<file path="src/sv/pidc_pkg.sv">
// shared constants, types and saturation helpers of the clamped-term pid controller
// no dependencies
package pidc_pkg;

	localparam int unsigned DataW = 32;
	localparam int unsigned DtW   = 24;
	localparam int unsigned ProdW = 2 * DataW;
	localparam int unsigned QuoW  = DataW + DtW;

	// function codes carried in tuser
	localparam logic [1:0] FUNC_UPDATE     = 2'd0;
	localparam logic [1:0] FUNC_RESET_ALL  = 2'd1;
	localparam logic [1:0] FUNC_RESET_INTEG = 2'd2;
	localparam logic [1:0] FUNC_RESET_DERIV = 2'd3;

	// register indexes
	localparam logic [2:0] REG_PROP_GAIN  = 3'd0;
	localparam logic [2:0] REG_INTEG_GAIN = 3'd1;
	localparam logic [2:0] REG_DERIV_GAIN = 3'd2;
	localparam logic [2:0] REG_OUT_MIN    = 3'd3;
	localparam logic [2:0] REG_OUT_MAX    = 3'd4;
	localparam logic [2:0] REG_INTEG_MIN  = 3'd5;
	localparam logic [2:0] REG_INTEG_MAX  = 3'd6;
	localparam logic [2:0] REG_HOLD       = 3'd7;

	localparam logic signed [31:0] S32_MAX = 32'sh7fffffff;
	localparam logic signed [31:0] S32_MIN = 32'sh80000000;

	typedef struct packed {
		logic              start;
		logic signed [31:0] a;
		logic signed [31:0] b;
	} mul_req_t;

	typedef struct packed {
		logic               busy;
		logic               done;
		logic signed [63:0] prod;
	} mul_rsp_t;

	// saturate a 49-bit signed value to the 32-bit range
	function automatic logic signed [31:0] sat49(input logic signed [48:0] v);
		logic signed [31:0] r;
		if (v > 49'sd2147483647) begin
			r = S32_MAX;
		end else if (v < -49'sd2147483648) begin
			r = S32_MIN;
		end else begin
			r = v[31:0];
		end
		return r;
	endfunction

	// inverted limits: a value below the lower limit gives the lower limit, any other the upper
	function automatic logic signed [31:0] clamp32(input logic signed [31:0] v,
			input logic signed [31:0] lo, input logic signed [31:0] hi);
		logic signed [31:0] r;
		if (v < lo) begin
			r = lo;
		end else if (v > hi) begin
			r = hi;
		end else begin
			r = v;
		end
		return r;
	endfunction

endpackage

</file>
<file path="src/sv/pidc_mul.sv">
// bit-serial signed 32x32 multiplier, one multiplier bit per cycle
// depends on pidc_pkg
module pidc_mul (
	input  logic              clk,
	input  logic              arst_n,
	input  pidc_pkg::mul_req_t req,
	output pidc_pkg::mul_rsp_t rsp
);

	logic signed [31:0] a_q;
	logic [31:0]        b_q;
	logic [31:0]        hi_q;
	logic [31:0]        lo_q;
	logic [4:0]         cnt_q;
	logic               busy_q;
	logic               done_q;
	logic signed [32:0] addend;
	logic signed [32:0] sum;

	always_comb begin
		if (!b_q[0]) begin
			addend = 33'sd0;
		end else if (cnt_q == 5'd31) begin
			addend = -{a_q[31], a_q};
		end else begin
			addend = {a_q[31], a_q};
		end
		sum = $signed({hi_q[31], hi_q}) + addend;
	end

	always_ff @(posedge clk or negedge arst_n) begin
		if (!arst_n) begin
			busy_q <= 1'b0;
			done_q <= 1'b0;
			cnt_q  <= 5'd0;
		end else begin
			done_q <= 1'b0;
			if (req.start) begin
				busy_q <= 1'b1;
				cnt_q  <= 5'd0;
			end else if (busy_q) begin
				cnt_q <= cnt_q + 5'd1;
				if (cnt_q == 5'd31) begin
					busy_q <= 1'b0;
					done_q <= 1'b1;
				end
			end
		end
	end

	always_ff @(posedge clk) begin
		if (req.start) begin
			a_q  <= req.a;
			b_q  <= req.b;
			hi_q <= 32'd0;
			lo_q <= 32'd0;
		end else if (busy_q) begin
			hi_q <= sum[32:1];
			lo_q <= {sum[0], lo_q[31:1]};
			b_q  <= {1'b0, b_q[31:1]};
		end
	end

	assign rsp.busy = busy_q;
	assign rsp.done = done_q;
	assign rsp.prod = $signed({hi_q, lo_q});

endmodule

</file>
<file path="src/sv/pidc_div.sv">
// restoring bit-serial divider: (mag * 2^24) / divisor, one quotient bit per cycle
// depends on pidc_pkg
module pidc_div (
	input  logic        clk,
	input  logic        arst_n,
	input  logic        start,
	input  logic [31:0] mag,
	input  logic [23:0] divisor,
	output logic        busy,
	output logic [55:0] quo
);

	logic [55:0] n_q;
	logic [23:0] rem_q;
	logic [23:0] dv_q;
	logic [5:0]  cnt_q;
	logic        busy_q;
	logic [24:0] trial;
	logic        fits;

	always_comb begin
		trial = {rem_q, n_q[55]};
		fits  = trial >= {1'b0, dv_q};
	end

	always_ff @(posedge clk or negedge arst_n) begin
		if (!arst_n) begin
			busy_q <= 1'b0;
			cnt_q  <= 6'd0;
		end else begin
			if (start) begin
				busy_q <= 1'b1;
				cnt_q  <= 6'd0;
			end else if (busy_q) begin
				cnt_q <= cnt_q + 6'd1;
				if (cnt_q == 6'(pidc_pkg::QuoW - 1)) begin
					busy_q <= 1'b0;
				end
			end
		end
	end

	always_ff @(posedge clk) begin
		if (start) begin
			n_q   <= {mag, 24'd0};
			rem_q <= 24'd0;
			dv_q  <= divisor;
		end else if (busy_q) begin
			rem_q <= fits ? 24'(trial - {1'b0, dv_q}) : trial[23:0];
			n_q   <= {n_q[54:0], fits};
		end
	end

	assign busy = busy_q;
	assign quo  = n_q;

endmodule

</file>
<file path="src/sv/pid_controller_clamped_terms.sv">
// top level of the clamped-term pid controller with derivative on measurement
// depends on pidc_pkg, pidc_mul, pidc_div
//
// usage:
//   input beats on s_* carry one update or a reset function (tuser); configuration
//   is written through cfg_we / cfg_index / cfg_data, by the user only while the
//   block is idle, which the block does not enforce; an update yields one beat on
//   m_*: control_out, p_term, i_term, d_term; reset functions (all, integral,
//   derivative history) give no beat
//   every product goes through one bit-serial multiplier; the quotient of the
//   derivative uses a bit-serial divider that runs beside the derivative gain
//   product, and the derivative product waits for both; an update always runs
//   the proportional products, the integral ones unless the integral gain is zero
//   or the integral is held, and the derivative ones unless kd is zero
// reset:
//   arst_n clears state, gains to zero and limits to the full 32-bit range
// stall:
//   the result waits in an output register; a new input beat is taken while
//   it waits, and the next result holds in the sum step until m_tready
module pid_controller_clamped_terms (
	input  logic         clk,
	input  logic         arst_n,
	input  logic         s_tvalid,
	output logic         s_tready,
	// measurement, setpoint, time_step, prop_scale, integ_scale, deriv_scale
	input  logic [183:0] s_tdata,
	// func
	input  logic [1:0]   s_tuser,
	output logic         m_tvalid,
	input  logic         m_tready,
	// control_out, p_term, i_term, d_term
	output logic [127:0] m_tdata,
	input  logic         cfg_we,
	input  logic [2:0]   cfg_index,
	input  logic [31:0]  cfg_data
);

	// sequencer steps
	localparam logic [3:0] S_IDLE = 4'd0;
	localparam logic [3:0] S_GP   = 4'd1;
	localparam logic [3:0] S_P    = 4'd2;
	localparam logic [3:0] S_GI   = 4'd3;
	localparam logic [3:0] S_R    = 4'd4;
	localparam logic [3:0] S_INC  = 4'd5;
	localparam logic [3:0] S_DCHK = 4'd6;
	localparam logic [3:0] S_GD   = 4'd7;
	localparam logic [3:0] S_RAW  = 4'd8;
	localparam logic [3:0] S_D    = 4'd9;
	localparam logic [3:0] S_SUM  = 4'd10;

	logic [3:0] state_q;

	// configuration registers
	logic signed [31:0] kp_q, ki_q, kd_q, omin_q, omax_q, imin_q, imax_q;
	logic               hold_q;

	// latched item
	logic signed [31:0] meas_q, is_q, ds_q;
	logic [23:0]        dt_q;

	// working values and state
	logic signed [31:0] e_q, gain_q, p_q, d_q, integ_q, prev_q;
	logic               dm_neg_q;
	logic [127:0]       out_q;
	logic               out_valid_q;

	// multiplier request
	pidc_pkg::mul_req_t mreq_q;
	pidc_pkg::mul_rsp_t mrsp;

	logic        div_start_q;
	logic [31:0] div_mag_q;
	logic        div_busy;
	logic [55:0] div_quo;

	logic signed [31:0] q16, q24, negq16, e_new, dm, raw, integ_sum, total;
	logic signed [33:0] sum3;

	pidc_mul u_mul (
		.clk    (clk),
		.arst_n (arst_n),
		.req    (mreq_q),
		.rsp    (mrsp)
	);

	pidc_div u_div (
		.clk     (clk),
		.arst_n  (arst_n),
		.start   (div_start_q),
		.mag     (div_mag_q),
		.divisor (dt_q),
		.busy    (div_busy),
		.quo     (div_quo)
	);

	assign s_tready = (state_q == S_IDLE);
	assign m_tvalid = out_valid_q;
	assign m_tdata  = out_q;

	always_comb begin
		// floor shifts of the product, saturated
		q16    = pidc_pkg::sat49({mrsp.prod[63], mrsp.prod[63:16]});
		q24    = pidc_pkg::sat49({{9{mrsp.prod[63]}}, mrsp.prod[63:24]});
		negq16 = pidc_pkg::sat49(-{mrsp.prod[63], mrsp.prod[63:16]});
		e_new  = pidc_pkg::sat49(
			{{17{s_tdata[63]}}, s_tdata[63:32]} - {{17{s_tdata[31]}}, s_tdata[31:0]});
		dm     = pidc_pkg::sat49({{17{meas_q[31]}}, meas_q} - {{17{prev_q[31]}}, prev_q});
		// signed, truncated quotient, saturated
		if (dt_q == 24'd0) begin
			raw = 32'sd0;
		end else if (!dm_neg_q) begin
			raw = (div_quo > 56'h7fffffff) ? pidc_pkg::S32_MAX : div_quo[31:0];
		end else begin
			raw = (div_quo > 56'h80000000) ? pidc_pkg::S32_MIN : 32'(-div_quo[31:0]);
		end
		integ_sum = pidc_pkg::sat49({{17{integ_q[31]}}, integ_q} + {{17{q24[31]}}, q24});
		sum3 = {{2{p_q[31]}}, p_q} + {{2{integ_q[31]}}, integ_q} + {{2{d_q[31]}}, d_q};
		total = pidc_pkg::clamp32(pidc_pkg::sat49({{15{sum3[33]}}, sum3}), omin_q, omax_q);
	end

	// configuration writes
	always_ff @(posedge clk or negedge arst_n) begin
		if (!arst_n) begin
			kp_q   <= 32'sd0;
			ki_q   <= 32'sd0;
			kd_q   <= 32'sd0;
			omin_q <= pidc_pkg::S32_MIN;
			omax_q <= pidc_pkg::S32_MAX;
			imin_q <= pidc_pkg::S32_MIN;
			imax_q <= pidc_pkg::S32_MAX;
			hold_q <= 1'b0;
		end else if (cfg_we) begin
			case (cfg_index)
				pidc_pkg::REG_PROP_GAIN:  kp_q   <= cfg_data;
				pidc_pkg::REG_INTEG_GAIN: ki_q   <= cfg_data;
				pidc_pkg::REG_DERIV_GAIN: kd_q   <= cfg_data;
				pidc_pkg::REG_OUT_MIN:    omin_q <= cfg_data;
				pidc_pkg::REG_OUT_MAX:    omax_q <= cfg_data;
				pidc_pkg::REG_INTEG_MIN:  imin_q <= cfg_data;
				pidc_pkg::REG_INTEG_MAX:  imax_q <= cfg_data;
				pidc_pkg::REG_HOLD:       hold_q <= cfg_data[0];
				default: ;
			endcase
		end
	end

	// sequencer and controller state
	always_ff @(posedge clk or negedge arst_n) begin
		if (!arst_n) begin
			state_q      <= S_IDLE;
			integ_q      <= 32'sd0;
			prev_q       <= 32'sd0;
			out_valid_q  <= 1'b0;
			mreq_q.start <= 1'b0;
			mreq_q.a     <= 32'sd0;
			mreq_q.b     <= 32'sd0;
			div_start_q  <= 1'b0;
		end else begin
			mreq_q.start <= 1'b0;
			div_start_q  <= 1'b0;
			if (out_valid_q && m_tready) begin
				out_valid_q <= 1'b0;
			end
			case (state_q)
				S_IDLE: begin
					if (s_tvalid) begin
						case (s_tuser)
							pidc_pkg::FUNC_RESET_ALL: begin
								integ_q <= 32'sd0;
								prev_q  <= 32'sd0;
							end
							pidc_pkg::FUNC_RESET_INTEG: integ_q <= 32'sd0;
							pidc_pkg::FUNC_RESET_DERIV: prev_q  <= 32'sd0;
							default: begin
								// update: error now, then the proportional gain product
								mreq_q.start <= 1'b1;
								mreq_q.a     <= kp_q;
								mreq_q.b     <= s_tdata[119:88];
								state_q      <= S_GP;
							end
						endcase
					end
				end
				S_GP: begin
					if (mrsp.done) begin
						mreq_q.start <= 1'b1;
						mreq_q.a     <= q16;
						mreq_q.b     <= e_q;
						state_q      <= S_P;
					end
				end
				S_P: begin
					if (mrsp.done) begin
						if (ki_q == 32'sd0) begin
							integ_q <= 32'sd0;
							state_q <= S_DCHK;
						end else if (hold_q) begin
							state_q <= S_DCHK;
						end else begin
							mreq_q.start <= 1'b1;
							mreq_q.a     <= ki_q;
							mreq_q.b     <= is_q;
							state_q      <= S_GI;
						end
					end
				end
				S_GI: begin
					if (mrsp.done) begin
						mreq_q.start <= 1'b1;
						mreq_q.a     <= e_q;
						mreq_q.b     <= q16;
						state_q      <= S_R;
					end
				end
				S_R: begin
					if (mrsp.done) begin
						// time step is unsigned, so it enters as a positive operand
						mreq_q.start <= 1'b1;
						mreq_q.a     <= q16;
						mreq_q.b     <= {8'd0, dt_q};
						state_q      <= S_INC;
					end
				end
				S_INC: begin
					if (mrsp.done) begin
						integ_q <= pidc_pkg::clamp32(integ_sum, imin_q, imax_q);
						state_q <= S_DCHK;
					end
				end
				S_DCHK: begin
					if (kd_q == 32'sd0) begin
						state_q <= S_SUM;
					end else begin
						prev_q       <= meas_q;
						mreq_q.start <= 1'b1;
						mreq_q.a     <= kd_q;
						mreq_q.b     <= ds_q;
						div_start_q  <= (dt_q != 24'd0);
						state_q      <= S_GD;
					end
				end
				S_GD: begin
					if (mrsp.done) begin
						state_q <= S_RAW;
					end
				end
				S_RAW: begin
					if (!div_busy && !div_start_q) begin
						mreq_q.start <= 1'b1;
						mreq_q.a     <= gain_q;
						mreq_q.b     <= raw;
						state_q      <= S_D;
					end
				end
				S_D: begin
					if (mrsp.done) begin
						state_q <= S_SUM;
					end
				end
				S_SUM: begin
					if (!out_valid_q || m_tready) begin
						out_valid_q <= 1'b1;
						state_q     <= S_IDLE;
					end
				end
				default: state_q <= S_IDLE;
			endcase
		end
	end

	// payload registers
	always_ff @(posedge clk) begin
		if (state_q == S_IDLE && s_tvalid && s_tuser == pidc_pkg::FUNC_UPDATE) begin
			meas_q <= s_tdata[31:0];
			dt_q   <= s_tdata[87:64];
			is_q   <= s_tdata[151:120];
			ds_q   <= s_tdata[183:152];
			e_q    <= e_new;
			d_q    <= 32'sd0;
		end
		if (state_q == S_P && mrsp.done) begin
			p_q <= pidc_pkg::clamp32(q16, omin_q, omax_q);
		end
		if (state_q == S_GD && mrsp.done) begin
			gain_q <= q16;
		end
		if (state_q == S_DCHK) begin
			dm_neg_q  <= dm[31];
			div_mag_q <= dm[31] ? 32'(-dm) : dm;
		end
		if (state_q == S_D && mrsp.done) begin
			d_q <= pidc_pkg::clamp32(negq16, omin_q, omax_q);
		end
		if (state_q == S_SUM && (!out_valid_q || m_tready)) begin
			out_q <= {d_q, integ_q, p_q, total};
		end
	end

	// the multiplier runs only while an update is in progress
	a_mul_idle: assert property (@(posedge clk) disable iff (!arst_n)
		(state_q == S_IDLE) |-> !mrsp.busy)
		else $error("multiplier busy while idle");

	// a new result appears only out of the sum step
	a_out_src: assert property (@(posedge clk) disable iff (!arst_n)
		$rose(m_tvalid) |-> ($past(state_q) == S_SUM))
		else $error("result raised outside sum step");

	// the quotient is consumed only after the divider has finished
	a_div_done: assert property (@(posedge clk) disable iff (!arst_n)
		(state_q == S_D) |-> !div_busy)
		else $error("derivative product started before quotient");

endmodule

</file>
<file path="config.mk">
export PLATFORM = sky130hd
export DESIGN_NAME = pid_controller_clamped_terms
export DESIGN_NICKNAME = d
export VERILOG_FILES = /design/src/sv/pidc_pkg.sv /design/src/sv/pidc_mul.sv /design/src/sv/pidc_div.sv /design/src/sv/pid_controller_clamped_terms.sv
export SDC_FILE = /design/constraint.sdc
export NUM_CORES = 2
export LEC_CHECK = 0
export ABC_CLOCK_PERIOD_IN_PS = 10300
export BUFFER_PORTS_ARGS = -buffer_cell sky130_fd_sc_hd__buf_4
export CORE_MARGIN = 4
export CORE_UTILIZATION = 57
export DETAILED_ROUTE_END_ITERATION = 6
export MAX_ROUTING_LAYER = met4
export PLACE_DENSITY = 0.79
export SYNTH_ARGS = -nofsm -noshare
export SYNTH_HDL_FRONTEND = slang
export SYNTH_HIERARCHICAL = 1
export SYNTH_SLANG_ARGS = --single-unit
</file>
<file path="constraint.sdc">
create_clock -name clk -period 10.3 [get_ports clk]
set_clock_uncertainty 0.1 [all_clocks]
set_input_delay 1.545 -clock clk [delete_from_list [all_inputs] [get_ports clk]]
set_output_delay 1.545 -clock clk [all_outputs]
set_load 0.02 [all_outputs]
</file>
==> run_results.csv <==
group,metric,value,unit
yosys,netlist_area,0.0628,sq mm
yosys,synthCells,6107,
place,portBuffers,355,
pwr,comb_power_share,51.7,%
yosys,syn_avg_cell_area,10.3,sq um
timing,max_slew_margin,14.9,%
floorplanning,die_x,340,microns
setup_path,cp-end-kind,"register",
cts,clock_latency,740,ps
setup_path,arrival,9380,ps
setup_path,crit_top_cell,"a21o_1",
cts,cts_hold_buf,0,
global_route,grt_pass1_vias,50300,
pwr,seq_power_share,30.0,%
timing,final_max_slew_viol_count,0,
place,dp_hpwl,164000,microns
global_route,grt_max_degree,126,
setup_path,crit_type,"reg2reg",
pwr,vdd_drop_max,0.224,mV
status,outcome,"complete, no violations",
finish,final_core_util,64.4,%
timing,fin_tns_setup,0,ps
floorplanning,initial_utilization,57.6,%
cts,h-tree-depth,3,
cts,cts_tree,"done",
floorplanning,num_rows,121,
cts,cts_resized,0,
flow_run,drv_cap,0,
floorplanning,ios,356,
global_route,antenna_found_initial,8,
pwr,leakage,29.2,nW
yosys,yosysWarnings,6,
pwr,powerDensity,309,mW/mm^2
setup_path,critical_path.slowest_cell,"nor4_1",
routing,drtIter0Drc,5805,
cts,path_clk_slew,60,ps
global_route,grtUsageMet1,45.6,%
timing,hold_viol,0,
routing,routedWlPerCell,27.5,microns
place,globalplace.congestion,1.03,
timing,fmax,113,MHz
pwr,p_clk_share,18.2,%
timing,rsz0062_at_grt,"no",
timing,hold_ws,347,ps
routing,ant_nets,0,
yosys,syn_nets,6818,
cts,cts_buffers,105,
global_route,use_met2,57.5,%
global_route,gr-total-overflow,0,
cts,clkSinkCount,999,
setup_path,slowest_delay,730,ps
timing,fin_crit_sh,86.2,%
routing,num_vias,52400,
floorplanning,core-area,0.109,sq mm
setup_path,worstPathMaxFanout,32,
global_route,grtUsageTotal,37.6,%
timing,setup_slack,1420,ps
pwr,switching_share,45.1,%
floorplanning,die_area,0.116,sq mm
routing,drc,0,
routing,dr.pass1.iters,6,
routing,drt_wl_total,217000,microns
finish,area_delta_synth_final,11.9,%
finish,drive_gt1_share,16.4,%
finish,nets,7018,
timing,max_slew.worst_pin.slew,1270,ps
floorplanning,die_y,340,microns
routing,viasPerCell,6.64,
timing,setup_viol,0,
global_route,grt_use_met3,7.02,%
finish,fillers,8696,
pwr,internal_power,0.0119,W
timing,finalCriticalPeriod,8880,ps
cts,cts_post_setup_buffers_inserted,0,
pwr,power_switching,0.00981,W
global_route,grt_busiest_layer,"met2",
cts,clockRootBuffer,"clkbuf_16",
setup_path,cp-start-kind,"register",
cts,clockBufferDepth,3,
global_route,grt_pass1_wl,320000,microns
setup_path,cp.required,10800,ps
place,pre_cts_ws,1540,ps
min_path,hp-class,"reg2reg",
registers in the layout, indices dropped and copies added, names as in the netlist, 32 cells and up:
signal,flops
d_q,32
div_mag_q,32
ds_q,32
e_q,32
gain_q,32
imax_q,32
imin_q,32
integ_q,32
is_q,32
kd_q,32
ki_q,32
kp_q,32
m_tdata,128
meas_q,32
mreq_q,65
omax_q,32
omin_q,32
p_q,32
prev_q,32
u_div/quo,56
u_mul/a_q,32
u_mul/b_q,32
u_mul/hi_q,32
power by group through the flow:
stage / sequential, W / clock [W] / combinational (W)
after floorplan: 0.00605 / 0 / 0.00812
after global placement: 0.00652 / 0 / 0.0107
after detailed placement: 0.00656 / 0 / 0.0109
after CTS: 0.00650 / 0.00399 / 0.0110
after global routing: 0.00661 / 0.00416 / 0.0122
final: 0.00653 / 0.00396 / 0.0113
cells in the final DEF (no fill, tap or decap), drive strengths merged, types with 93 or more instances in the layout:
cell type / count
a21o: 216
nor2: 398
mux2: 237
a21oi: 358
nor3: 93
inv: 315
clkbuf: 135
buf: 433
dfrtp: 310
ha: 447
o21ai: 336
xnor2: 139
dfxtp: 96
mux2i: 182
nand3: 160
edfxtp: 529
o211ai: 97
nand2: 424
worst paths after layout:
path	depth (start not counted)	slack, ps	startpoint	to
min in group asynchronous	1	710	arst_n	prev_q[19]
min	0	350	mreq_q[32]	u_mul/a_q[0]
min reg2reg	0	350	mreq_q[32]	u_mul/a_q[0]
max reg2reg	26	1420	u_mul/hi_q[24]	integ_q[14]
max in group asynchronous	2	7860	arst_n	omin_q[19]
max	26	1420	u_mul/hi_q[24]	integ_q[14]
critical path: cells and delay by family, from the launching register on:
family / cells / cell delay (ps)
AO/OA/AOI/OAI: 17 / 4780
multiplexers: 1 / 570
buffers and inverters: 1 / 450
adder cells (fa/ha/maj): 2 / 640
flip-flops: 1 / 390
AND/OR/NAND/NOR: 5 / 1830
metrics by stage:
stage	power (W)	std cells	instance area (sq um)
final	0.0217	7889	70300
after global routing	0.0230	7885	70300
after CTS	0.0215	7876	70300
after detailed placement	0.0175	7676	66700
after global placement	0.0173	7676	66700
after floorplan	0.0142	6107	62800
final cells by class:
cell class | instances | area [sq um] | share of cell area [%]
Inverter | 305 | 1140 | 1.63
Tap cell | 1476 | 1850 | 2.63
Clock buffer | 135 | 2850 | 4.06
Timing Repair Buffer | 433 | 3300 | 4.69
Antenna cell | 13 | 32.5 | 0.0463
Clock inverter | 65 | 719 | 1.02
Multi-Input combinational cell | 4463 | 33200 | 47.2
Sequential cell | 999 | 27300 | 38.8
per-layer routing:
layer / part of all wire, % / up-vias
li1: - / 23500
met1: 38 / 25500
met2: 45 / 2728
met3: 8.5 / 678
met4: 8.1 / 0
met5: 0 / -
(Power assumes the default switching activity.)
